## src/hw/rtl/crop_pkg.sv

```systemverilog
// Shared types, constants and helper functions for the classless route option parser.
// Used by crop_parser and classless_route_option_parser_core; depends on nothing else.
package crop_pkg;

    localparam int unsigned ADDR_W = 32;
    localparam int unsigned PREFIX_W = 6;
    localparam int unsigned COUNT_W = 6;
    localparam int unsigned OCTET_CNT_W = 3;
    localparam int unsigned OUT_DATA_W = 80;

    // Largest legal prefix length and gateway size in octets.
    localparam logic [7:0] MAX_PREFIX = 8'd32;
    localparam logic [OCTET_CNT_W-1:0] GW_OCTETS = 3'd4;
    localparam logic [COUNT_W-1:0] COUNT_MAX = 6'd63;

    // Configuration register indexes.
    localparam logic REG_IF_ADDRESS = 1'b0;
    localparam logic REG_IF_NETMASK = 1'b1;

    // Input beat kinds carried on tuser.
    localparam logic CMD_BYTE = 1'b0;
    localparam logic CMD_CLEAR = 1'b1;

    typedef enum logic [1:0] {
        PH_PREFIX = 2'd0,
        PH_DEST   = 2'd1,
        PH_GW     = 2'd2,
        PH_STOP   = 2'd3
    } t_phase;

    typedef struct packed {
        logic                route_valid;
        logic [ADDR_W-1:0]   dest_net;
        logic [PREFIX_W-1:0] prefix_length;
        logic [ADDR_W-1:0]   gateway_addr;
        logic                option_done;
        logic [COUNT_W-1:0]  route_count;
        logic                received;
    } t_result;

    // Network mask with the top len bits set; len runs from 0 to 32.
    function automatic logic [ADDR_W-1:0] prefix_mask(input logic [PREFIX_W-1:0] len);
        prefix_mask = ~({ADDR_W{1'b1}} >> len);
    endfunction

    // Number of destination octets that follow a prefix of the given length.
    function automatic logic [OCTET_CNT_W-1:0] dest_octets(input logic [PREFIX_W-1:0] len);
        logic [PREFIX_W:0] rounded;
        rounded = {1'b0, len} + 7'd7;
        dest_octets = rounded[PREFIX_W:3] > 4'd4 ? 3'd4 : rounded[5:3];
    endfunction

    // Multicast, limited broadcast and subnet broadcast gateways are refused.
    function automatic logic gateway_rejected(input logic [ADDR_W-1:0] gw,
                                              input logic [ADDR_W-1:0] if_addr,
                                              input logic [ADDR_W-1:0] if_mask);
        logic [ADDR_W-1:0] host;
        host = ~if_mask;
        if (gw[31:28] == 4'hE) begin
            gateway_rejected = 1'b1;
        end else if (gw == {ADDR_W{1'b1}}) begin
            gateway_rejected = 1'b1;
        end else if (gw == if_addr) begin
            gateway_rejected = 1'b0;
        end else begin
            gateway_rejected = ((gw & if_mask) == (if_addr & if_mask)) &&
                               ((gw & host) == host);
        end
    endfunction

endpackage

```

## src/hw/rtl/classless_route_option_parser_core.sv

```systemverilog
// Top level of the classless static route option parser: stream ports, config registers,
// input and result registers. Depends on crop_pkg and crop_parser.
//
// The block takes the body of a classless static route option one byte per beat and emits
// one result beat for each byte that completes an accepted route or is the last (tlast).
// It takes one input beat per clock while the result stream is not stalled: a beat
// waits in the input register, where the parser state and gateway checks are evaluated,
// and its result is captured in the output register. Input ready drops only when the
// output register holds a beat that is not being taken. The user must write the
// interface address and netmask through the config port only while no beat is in flight;
// the block does not enforce this. They feed the subnet broadcast test on gateways.
module classless_route_option_parser_core (
    input  logic                           i_clk,
    input  logic                           i_rst_n,
    // Configuration write port.
    input  logic                           i_cfg_we,
    input  logic                           i_cfg_index,
    input  logic [crop_pkg::ADDR_W-1:0]    i_cfg_data,
    // Input stream.
    input  logic                           s_axis_tvalid,
    output logic                           s_axis_tready,
    input  logic [7:0]                     s_axis_tdata,   // [7:0] option_byte
    input  logic                           s_axis_tuser,   // [0] cmd
    input  logic                           s_axis_tlast,   // last_byte
    // Result stream.
    output logic                           m_axis_tvalid,
    input  logic                           m_axis_tready,
    // [31:0] dest_net, [37:32] prefix_length, [69:38] gateway_addr,
    // [75:70] route_count, [76] received, [79:77] zero
    output logic [crop_pkg::OUT_DATA_W-1:0] m_axis_tdata,
    output logic                           m_axis_tuser,   // [0] route_valid
    output logic                           m_axis_tlast    // option_done
);
    import crop_pkg::*;

    logic [ADDR_W-1:0] r_if_address;
    logic [ADDR_W-1:0] r_if_netmask;

    logic              r_in_valid;
    logic              r_in_cmd;
    logic [7:0]        r_in_byte;
    logic              r_in_last;

    logic              r_out_valid;
    t_result           r_out;

    logic              out_free;
    logic              step;
    logic              emit;
    t_result           result;

    // Configuration registers.
    always_ff @(posedge i_clk) begin
        if (!i_rst_n) begin
            r_if_address <= '0;
            r_if_netmask <= '0;
        end else if (i_cfg_we) begin
            case (i_cfg_index)
                REG_IF_ADDRESS: r_if_address <= i_cfg_data;
                REG_IF_NETMASK: r_if_netmask <= i_cfg_data;
                default: begin
                end
            endcase
        end
    end

    // Handshake: the input stage moves whenever the result register can take a beat.
    assign out_free      = !r_out_valid || m_axis_tready;
    assign step          = r_in_valid && out_free;
    assign s_axis_tready = !r_in_valid || step;

    // Input register.
    always_ff @(posedge i_clk) begin
        if (!i_rst_n) begin
            r_in_valid <= 1'b0;
        end else if (s_axis_tready) begin
            r_in_valid <= s_axis_tvalid;
        end
    end

    always_ff @(posedge i_clk) begin
        if (s_axis_tvalid && s_axis_tready) begin
            r_in_cmd  <= s_axis_tuser;
            r_in_byte <= s_axis_tdata;
            r_in_last <= s_axis_tlast;
        end
    end

    crop_parser u_parser (
        .i_clk        (i_clk),
        .i_rst_n      (i_rst_n),
        .i_step       (step),
        .i_cmd        (r_in_cmd),
        .i_byte       (r_in_byte),
        .i_last       (r_in_last),
        .i_if_address (r_if_address),
        .i_if_netmask (r_if_netmask),
        .o_emit       (emit),
        .o_result     (result)
    );

    // Result register.
    always_ff @(posedge i_clk) begin
        if (!i_rst_n) begin
            r_out_valid <= 1'b0;
        end else if (out_free) begin
            r_out_valid <= step && emit;
        end
    end

    always_ff @(posedge i_clk) begin
        if (step && emit) begin
            r_out <= result;
        end
    end

    assign m_axis_tvalid = r_out_valid;
    assign m_axis_tuser  = r_out.route_valid;
    assign m_axis_tlast  = r_out.option_done;
    assign m_axis_tdata  = {3'd0, r_out.received, r_out.route_count, r_out.gateway_addr,
                            r_out.prefix_length, r_out.dest_net};

endmodule

```

## src/hw/rtl/crop_parser.sv

```systemverilog
// Option body parser: entry state machine, address shift registers and route count.
// Depends on crop_pkg for the phase type, the result struct and the gateway test.
module crop_parser (
    input  logic                          i_clk,
    input  logic                          i_rst_n,
    input  logic                          i_step,
    input  logic                          i_cmd,
    input  logic [7:0]                    i_byte,
    input  logic                          i_last,
    input  logic [crop_pkg::ADDR_W-1:0]   i_if_address,
    input  logic [crop_pkg::ADDR_W-1:0]   i_if_netmask,
    output logic                          o_emit,
    output crop_pkg::t_result             o_result
);
    import crop_pkg::*;

    t_phase                  r_phase, n_phase;
    logic [PREFIX_W-1:0]     r_prefix, n_prefix;
    logic [OCTET_CNT_W-1:0]  r_octet_cnt, n_octet_cnt;
    logic [ADDR_W-1:0]       r_dest, n_dest;
    logic [ADDR_W-1:0]       r_gw, n_gw;
    logic [COUNT_W-1:0]      r_count, n_count;
    logic                    r_received, n_received;

    logic [OCTET_CNT_W-1:0]  octet_inc;
    logic [ADDR_W-1:0]       gw_next;
    logic                    route_ok;

    assign octet_inc = r_octet_cnt + 3'd1;
    assign gw_next   = {r_gw[ADDR_W-9:0], i_byte};

    // State registers advance once per processed beat.
    always_ff @(posedge i_clk) begin
        if (!i_rst_n) begin
            r_phase     <= PH_PREFIX;
            r_prefix    <= '0;
            r_octet_cnt <= '0;
            r_dest      <= '0;
            r_gw        <= '0;
            r_count     <= '0;
            r_received  <= 1'b0;
        end else if (i_step) begin
            r_phase     <= n_phase;
            r_prefix    <= n_prefix;
            r_octet_cnt <= n_octet_cnt;
            r_dest      <= n_dest;
            r_gw        <= n_gw;
            r_count     <= n_count;
            r_received  <= n_received;
        end
    end

    // Next state and the result for the current beat.
    always_comb begin
        n_phase     = r_phase;
        n_prefix    = r_prefix;
        n_octet_cnt = r_octet_cnt;
        n_dest      = r_dest;
        n_gw        = r_gw;
        n_count     = r_count;
        n_received  = r_received;
        route_ok    = 1'b0;
        o_emit      = 1'b0;
        o_result    = '0;

        if (i_cmd == CMD_CLEAR) begin
            // Clear drops any partial entry and the sticky flag.
            n_phase     = PH_PREFIX;
            n_prefix    = '0;
            n_octet_cnt = '0;
            n_dest      = '0;
            n_gw        = '0;
            n_count     = '0;
            n_received  = 1'b0;
        end else begin
            case (r_phase)
                PH_PREFIX: begin
                    if (i_byte > MAX_PREFIX) begin
                        n_phase = PH_STOP;
                    end else begin
                        n_prefix    = i_byte[PREFIX_W-1:0];
                        n_octet_cnt = '0;
                        n_dest      = '0;
                        n_gw        = '0;
                        n_phase     = (i_byte == 8'd0) ? PH_GW : PH_DEST;
                    end
                end
                PH_DEST: begin
                    // Destination octets fill from the most significant end.
                    case (r_octet_cnt[1:0])
                        2'd0:    n_dest = r_dest | {i_byte, 24'd0};
                        2'd1:    n_dest = r_dest | {8'd0, i_byte, 16'd0};
                        2'd2:    n_dest = r_dest | {16'd0, i_byte, 8'd0};
                        default: n_dest = r_dest | {24'd0, i_byte};
                    endcase
                    n_octet_cnt = octet_inc;
                    if (octet_inc >= dest_octets(r_prefix)) begin
                        n_octet_cnt = '0;
                        n_phase     = PH_GW;
                    end
                end
                PH_GW: begin
                    n_gw        = gw_next;
                    n_octet_cnt = octet_inc;
                    if (octet_inc >= GW_OCTETS) begin
                        n_octet_cnt = '0;
                        n_phase     = PH_PREFIX;
                        if (!gateway_rejected(gw_next, i_if_address, i_if_netmask)) begin
                            route_ok = 1'b1;
                            if (r_count != COUNT_MAX) begin
                                n_count = r_count + 6'd1;
                            end
                        end
                    end
                end
                default: begin
                    // A bad prefix length mutes the rest of the option's routes.
                end
            endcase

            if (route_ok) begin
                o_result.route_valid   = 1'b1;
                o_result.dest_net      = r_dest & prefix_mask(r_prefix);
                o_result.prefix_length = r_prefix;
                o_result.gateway_addr  = gw_next;
            end

            // The last byte reports the count and rearms the parser.
            if (i_last) begin
                o_result.option_done = 1'b1;
                o_result.route_count = n_count;
                if (n_count != '0) begin
                    n_received = 1'b1;
                end
                n_phase     = PH_PREFIX;
                n_prefix    = '0;
                n_octet_cnt = '0;
                n_dest      = '0;
                n_gw        = '0;
                n_count     = '0;
            end

            o_result.received = n_received;
            o_emit            = route_ok || i_last;
        end
    end

endmodule

```

## config.mk

```make
export PLATFORM = sky130hd
export DESIGN_NAME = classless_route_option_parser_core
export DESIGN_NICKNAME = d
export VERILOG_FILES = /design/src/hw/rtl/crop_pkg.sv /design/src/hw/rtl/classless_route_option_parser_core.sv /design/src/hw/rtl/crop_parser.sv
export SDC_FILE = /design/constraint.sdc
export NUM_CORES = 1
export LEC_CHECK = 0
export ABC_AREA = 1
export ABC_CLOCK_PERIOD_IN_PS = 10600
export BUFFER_PORTS_ARGS = -buffer_cell sky130_fd_sc_hd__buf_2
export CORE_MARGIN = 5
export CORE_UTILIZATION = 40
export CTS_BUF_LIST = sky130_fd_sc_hd__clkbuf_4 sky130_fd_sc_hd__clkbuf_8
export CTS_CLUSTER_SIZE = 24
export DETAILED_ROUTE_END_ITERATION = 10
export GPL_ROUTABILITY_DRIVEN = 0
export PLACE_DENSITY = 0.59
export SYNTH_ARGS = -nofsm -noshare
export SYNTH_HDL_FRONTEND = slang
export SYNTH_SLANG_ARGS = --single-unit
```

## constraint.sdc

```tcl
create_clock -name i_clk -period 10.6 [get_ports i_clk]
set_clock_uncertainty 0.1 [all_clocks]
set_input_delay 1.06 -clock i_clk [delete_from_list [all_inputs] [get_ports i_clk]]
set_output_delay 1.06 -clock i_clk [all_outputs]
set_load 0.02 [all_outputs]
```

Word-level counts from Yosys, hierarchy flattened
Cells that the tools add are included.
- equal/unequal tests: 14
- bitwise logic cells: 13
- muxes and demuxes: 49
- reduce and logical (&&, ||, !) cells: 26
- shift-type cells: 1
- div/mod/pow operators: 0
- $mul: 0
- $add $sub $neg: 3
- $lt $le $gt $ge: 4
- operators with widths (kind ; number):
    $and A32 B32 Y32 ; 4
    $eq A32 B32 Y1 ; 3
    $mux W32 ; 3
    $pmux W32 S3 ; 1
    $mux W71 ; 1
    $mux W6 ; 11
    $not A32 Y32 ; 2
    $pmux W32 S2 ; 1
    $mux W24 ; 2
    $pmux W24 S2 ; 1
    $eq A32 B32 Y1 const B ; 1
    $or A32 B16 Y32 ; 1
    $or A32 B24 Y32 ; 1
    $or A32 B32 Y32 ; 1
    $or A32 B8 Y32 ; 1
    $shr A32 B6 Y32 const A ; 1
    $mux W3 ; 6
    $mux W1 ; 14
    $mux W2 ; 6
    $reduce_and A3 Y1 ; 4
    $pmux W3 S3 ; 1
    $gt A8 B6 Y1 const B ; 1
    $logic_not A8 Y1 ; 1
    $ne A4 B3 Y1 const B ; 2
    other kinds (26) ; 40
- bits in latches: 0
- flip-flop bits (word level): 229
- memory bits (read-only): 0
- bits in writable memories: 0
- memories kept: 0

Logic depth before layout (Yosys ltp)
- depth in word-level cells: 18
- gate-level depth with buffers: 20
- gate-level depth less buffers: 20

By module
A second synthesis with hierarchy kept.
- cell total of the unflattened synthesis: 1497
- area, all modules: 11359.6 um2
- by module, submodules not included (module ; seq. area each (um2) ; area each (um2) ; cells an instance ; instances):
    crop_parser ; 1481.4 ; 6038.3 ; 1035 ; 1
    classless_route_option_parser_core ; 3993.8 ; 5321.4 ; 462 ; 1

Worst setup path after synthesis
OpenSTA, ideal clock, no wires.
- kind: input to register
- start point: in m_axis_tready
- end point: reg r_out (netlist bit m_axis_tdata[0]), enable pin
- setup slack: 4631 ps
- arrival time: 5325 ps
- cell stages on the path: 5
- setup time: 544 ps
- cell sequence: inv_1 > nand2_1 > nand2_1 > clkbuf_1 > a21oi_1
- word-level cells in the longest chain between the ends: 3
- ends and longest elaborated chain (what ; line ; source):
    start: declaration ; classless_route_option_parser_core.sv:27 ; input logic m_axis_tready,
    $logic_or A1 B1 Y1 ; classless_route_option_parser_core.sv:68 ; assign out_free = !r_out_valid || m_axis_tready;
    $logic_and A1 B1 Y1 ; classless_route_option_parser_core.sv:69 ; assign step = r_in_valid && out_free;
    $logic_and A1 B1 Y1 ; classless_route_option_parser_core.sv:112 ; if (step && emit) begin
    end signal: assignment ; classless_route_option_parser_core.sv:113 ; r_out <= result;
    end: declaration ; classless_route_option_parser_core.sv:45 ; t_result r_out;
No other way between the ends.
A chain may end at the register's enable or synchronous reset.

Worst setup path after layout
- start point: reg r_in_byte[6]
- end point: reg r_out (netlist bit m_axis_tdata[45]), enable pin
- word-level cells in the longest chain between the ends: 16
- ends and longest elaborated chain (what ; line ; source):
    start: declaration ; classless_route_option_parser_core.sv:41 ; logic [7:0] r_in_byte;
    start signal: assignment ; classless_route_option_parser_core.sv:84 ; r_in_byte <= s_axis_tdata;
    $and A32 B32 Y32 (on tied branches) ; crop_pkg.sv:66, crop_pkg.sv:67 ;
    $eq A32 B32 Y1 (on tied branches) ; crop_pkg.sv:66, crop_pkg.sv:67 ;
    $logic_and A1 B1 Y1 ; crop_pkg.sv:66 ; gateway_rejected = ((gw & if_mask) == (if_addr & if_mask)) &&
    $mux W1 ; crop_pkg.sv:63 ; end else if (gw == if_addr) begin
    $mux W1 * ; crop_pkg.sv:61 ; end else if (gw == {ADDR_W{1'b1}}) begin
    $mux W1 * ; crop_pkg.sv:59 ; if (gw[31:28] == 4'hE) begin
    $mux W1 * ; crop_parser.sv:105 ; if (octet_inc >= GW_OCTETS) begin
    $mux W1 * ; crop_parser.sv:76 ; case (r_phase)
    $mux W1 * ; crop_parser.sv:66 ; if (i_cmd == CMD_CLEAR) begin
    $mux W1 * ; crop_parser.sv:108 ; if (!gateway_rejected(gw_next, i_if_address, i_if_netmask)) begin
    $mux W1 * ; crop_parser.sv:105 ;
    $mux W1 * ; crop_parser.sv:76 ;
    $mux W1 * ; crop_parser.sv:66 ;
    $logic_or A1 B1 Y1 * ; crop_parser.sv:144 ; o_emit = route_ok || i_last;
    $mux W1 * ; crop_parser.sv:66 ;
    $logic_and A1 B1 Y1 * ; classless_route_option_parser_core.sv:112 ;
Every way passes the cells marked *; elsewhere a longest branch is shown, timed or not. The select of a mux whose other input is x is not followed.

==> summary.md <==
| Metric | Value |
|---|---|
| Main combinational cell family by area after synthesis | `simple AND/OR/NAND/NOR gates` |
| Worst slack, placed | `7.07 ns` |
| Worst path required time | `10.64 ns` |
| Post-CTS Resized | `0` |
| Leak | `4.92 nW` |
| Post-synthesis compound-gate area fraction | `13.6%` |
| Final min period | `3.50 ns` |
| Worst-Skew Late Latency | `0.55 ns` |
| CTS Buf Count | `40` |
| Remaining global-route overflow | `0` |
| Hold Slack | `0.354 ns` |
| Reg2reg start | `r_in_byte[6]$_DFFE_PP_` |
| Synth Instances | `1365` |
| CP max FO | `80` |
| Worst Reg2Reg Path Length in Cells | `13` |
| Initial antenna violation count | `0` |
| Comb power frac | `9.5%` |
| Power share of the clock group | `42.2%` |
| Most frequent cells in the layout | `289 x nand2_1, 200 x nor2_1, 186 x inv_1` |
| Setup slack after layout | `7.10 ns` |
| Antenna-violating nets left | `0` |
| Setup TNS Final | `0 ns` |
| Share of cells above drive strength 1 | `16.2%` |
| Die span in y | `173 um` |
| Slew margin rel. | `23.5%` |
| Mux share of post-synthesis cell area | `0%` |
| F_max | `286 MHz` |
| R2r setup slk | `7.10 ns` |
| Port Buffers | `128` |
| Vias in the first global route | `9020` |
| DRC Markers | `0` |
| Post-CTS Setup Bufs | `0` |
| Worst path slowest cell | `buf_4` |
| Crit end category | `flop` |
| First-pass GRT wire length | `49.8 mm` |
| CTS tree | `yes` |
| Worst path most repeated cell | `nand2_1` |
| Die W | `173 um` |
| Starting Density | `40.6%` |
| Clock-pin transition on the worst setup and hold timing paths | `0.06 ns` |
| # IOs | `132` |
| Outcome | `complete, no violations` |
| TritonRoute pass-1 iters | `5` |
| Clock sinks | `229` |
| Fillcell total | `2606` |
| Worst setup path end | `m_axis_tdata[45]$_SDFFCE_PP0P_` |
| Num rows | `59` |
| Max-cap violations | `0` |
| Syn_area_per_cell | `7.75 um^2` |
| CP cell instances | `inv_2 -> nand2_1 -> nand2_1 -> nand2_1 -> nor2_1 -> nand2_1 -> nor2_1 -> nand2_1 -> nand3_4 -> nand3_2 -> buf_4 -> a21oi_4 -> buf_4` |
| Setup-failing EPs final | `0` |
| Delay of the slowest critical-path stage | `0.79 ns` |
| P_int | `1.48 mW` |
| Class of the worst hold path | `flop to flop` |
| H-tree level count | `2` |
| Commonest non-fill, non-tap cell in the layout | `nand2_1` |
| Core Area | `26100 um^2` |
| Peak VDD IR | `0.0772 mV` |
| Seq/Total Area, Yosys | `51.7%` |
| Warnings, synthesis | `0` |
| Post-synthesis xor/xnor area fraction | `0.0828%` |
| Initial DRC Count | `837` |
| Clock tree buffer depth | `3` |
| Synth cell types | `35` |
| Setup crit start | `r_in_byte[6]$_DFFE_PP_` |
| Adder-Cell Fraction of Synth Area | `1.30%` |
| Hold Buf Count CTS | `0` |
| Mapped Area | `10600 um^2` |
| Final #Nets | `1554` |
| CP Launch Type | `flop` |
| Largest net degree at the start of global routing | `81` |
| Pwr per Cell Area | `163 nW/um^2` |
| CTS root buffer | `clkbuf_8` |
| Area growth, synth to finish | `16.6%` |
| Total track usage | `20.6%` |
| Reg power frac | `48.3%` |
| Vias per Instance | `5.14` |
| Slew Limit Fails | `0` |
| Ant diodes | `0` |
| Final Hold Viols | `0` |
| P_sw | `0.527 mW` |
| WL per Instance | `16.9 um` |
| Switching portion of total power | `26.2%` |
| Worst R2R End | `m_axis_tdata[45]$_SDFFCE_PP0P_` |
| Yosys reg bits | `229` |
| Final period util | `33.0%` |
| Area share of and/or/nand/nor cells after synthesis | `24.0%` |
| DR vias | `9574` |
| DIE AREA | `29800 um^2` |
| Worst-Margin Slew | `1.14 ns` |
| RSZ-0062 raised after global routing | `false` |
| DPL Wire Length | `22.7 mm` |
| WL final | `31.5 mm` |
| Crit Path Class | `flop to flop` |
| Crit path DAT | `3.55 ns` |
[flip-flops by register name (all words and copies together), names as in the netlist, 2 cells and up]
register,flops
r_if_address,32
u_parser.r_octet_cnt,3
m_axis_tdata,77
u_parser.r_gw,24
r_if_netmask,32
u_parser.r_phase,2
u_parser.r_dest,32
r_in_byte,8
u_parser.r_count,6
u_parser.r_prefix,6
[area by class of cell]
class,count,area (um^2),share of cell area [%]
clock inverters,11,83.8,0.680
well taps,335,419,3.40
multi-input cells,890,4160,33.7
clock buffers,62,759,6.16
flip-flops and latches,229,5480,44.4
repair buffers,135,693,5.62
inverters,199,747,6.06
[critical path: cells and delay by family (launching register included)]
family | cells | cell delay, ns
AND/OR/NAND/NOR | 9 | 0.82
AO/OA/AOI/OAI | 1 | 0.20
buffers and inverters | 3 | 1.31
flip-flops | 1 | 0.57
[cells by family (layout without fill, tap and decap cells)]
group,after synthesis,in the layout
simple gates,615,615
compound gates,260,260
buf+inv,248,407
flops,229,229
fa+ha+maj,11,11
other cells,1,3
xor+xnor,1,1
[worst min-delay path by stage]
stage                                startpoint                                to  cells past startpoint
2_1_floorplan  u_parser.r_dest[27]$_SDFFE_PN0P_  u_parser.r_dest[27]$_SDFFE_PN0P_                      2
3_3_place_gp   u_parser.r_dest[25]$_SDFFE_PN0P_  u_parser.r_dest[25]$_SDFFE_PN0P_                      2
3_5_place_dp   u_parser.r_dest[27]$_SDFFE_PN0P_  u_parser.r_dest[27]$_SDFFE_PN0P_                      2
4_1_cts        u_parser.r_dest[24]$_SDFFE_PN0P_  u_parser.r_dest[24]$_SDFFE_PN0P_                      2
5_1_grt        u_parser.r_dest[29]$_SDFFE_PN0P_  u_parser.r_dest[29]$_SDFFE_PN0P_                      2
6_report       u_parser.r_dest[24]$_SDFFE_PN0P_  u_parser.r_dest[24]$_SDFFE_PN0P_                      2
[power groups by stage]
| stage | Clock (mW) | Combinational, mW | Sequential, mW |
|---|---|---|---|
| global route | 0.911 | 0.215 | 0.974 |
| finish | 0.849 | 0.192 | 0.971 |
| global placement | 0 | 0.189 | 0.988 |
| floorplan | 0 | 0.122 | 0.990 |
| detailed placement | 0 | 0.190 | 0.988 |
| CTS | 0.864 | 0.190 | 0.970 |
[routing by layer]
layer / track usage [%] / routed length, um / up-vias
li1: - / - / 4697
met1: 29.8 / 14300 / 4414
met2: 31.7 / 13900 / 415
met3: 4.02 / 2670 / 48
met4: 5.28 / 598 / 0
met5: 0 / 0 / -
[cell usage after synthesis]
cell,number,area (um^2)
a2111oi_2,2,30.0
a211oi_1,20,150
a21oi_1,106,531
a22oi_1,1,7.51
a31oi_1,11,68.8
buf_2,11,55.1
buf_4,9,67.6
clkbuf_1,29,109
clkinv_1,2,7.51
conb_1,1,3.75
dfxtp_1,140,2800
edfxtp_1,89,2670
ha_1,11,138
inv_1,186,698
inv_2,11,41.3
nand2_1,289,1080
nand2_2,8,50.1
nand3_1,70,350
nand3_2,3,30.0
nand3_4,1,17.5
nand4_1,4,25.0
nor2_1,200,751
nor2_2,6,37.5
nor2_4,1,11.3
nor3_1,19,95.1
nor4_1,5,31.3
o2111ai_1,1,8.76
o211ai_1,1,7.51
o21ai_0,86,430
o21ai_1,7,35.0
o21bai_4,1,18.8
o22ai_1,24,150
or2_1,2,12.5
or2_2,7,43.8
xor2_1,1,8.76
[stage by stage]
stage                     power (mW)  cell area (um^2)  std cells  utilization, %
after global routing            2.10             12300       1861            47.3
final                           2.01             12300       1861            47.3
after global placement          1.18             11500       1788            44.1
after floorplan                 1.11             10600       1367               -
after CTS                       2.02             12300       1861            47.3
after detailed placement        1.18             11500       1788            44.1
(Power assumes the default switching activity.)
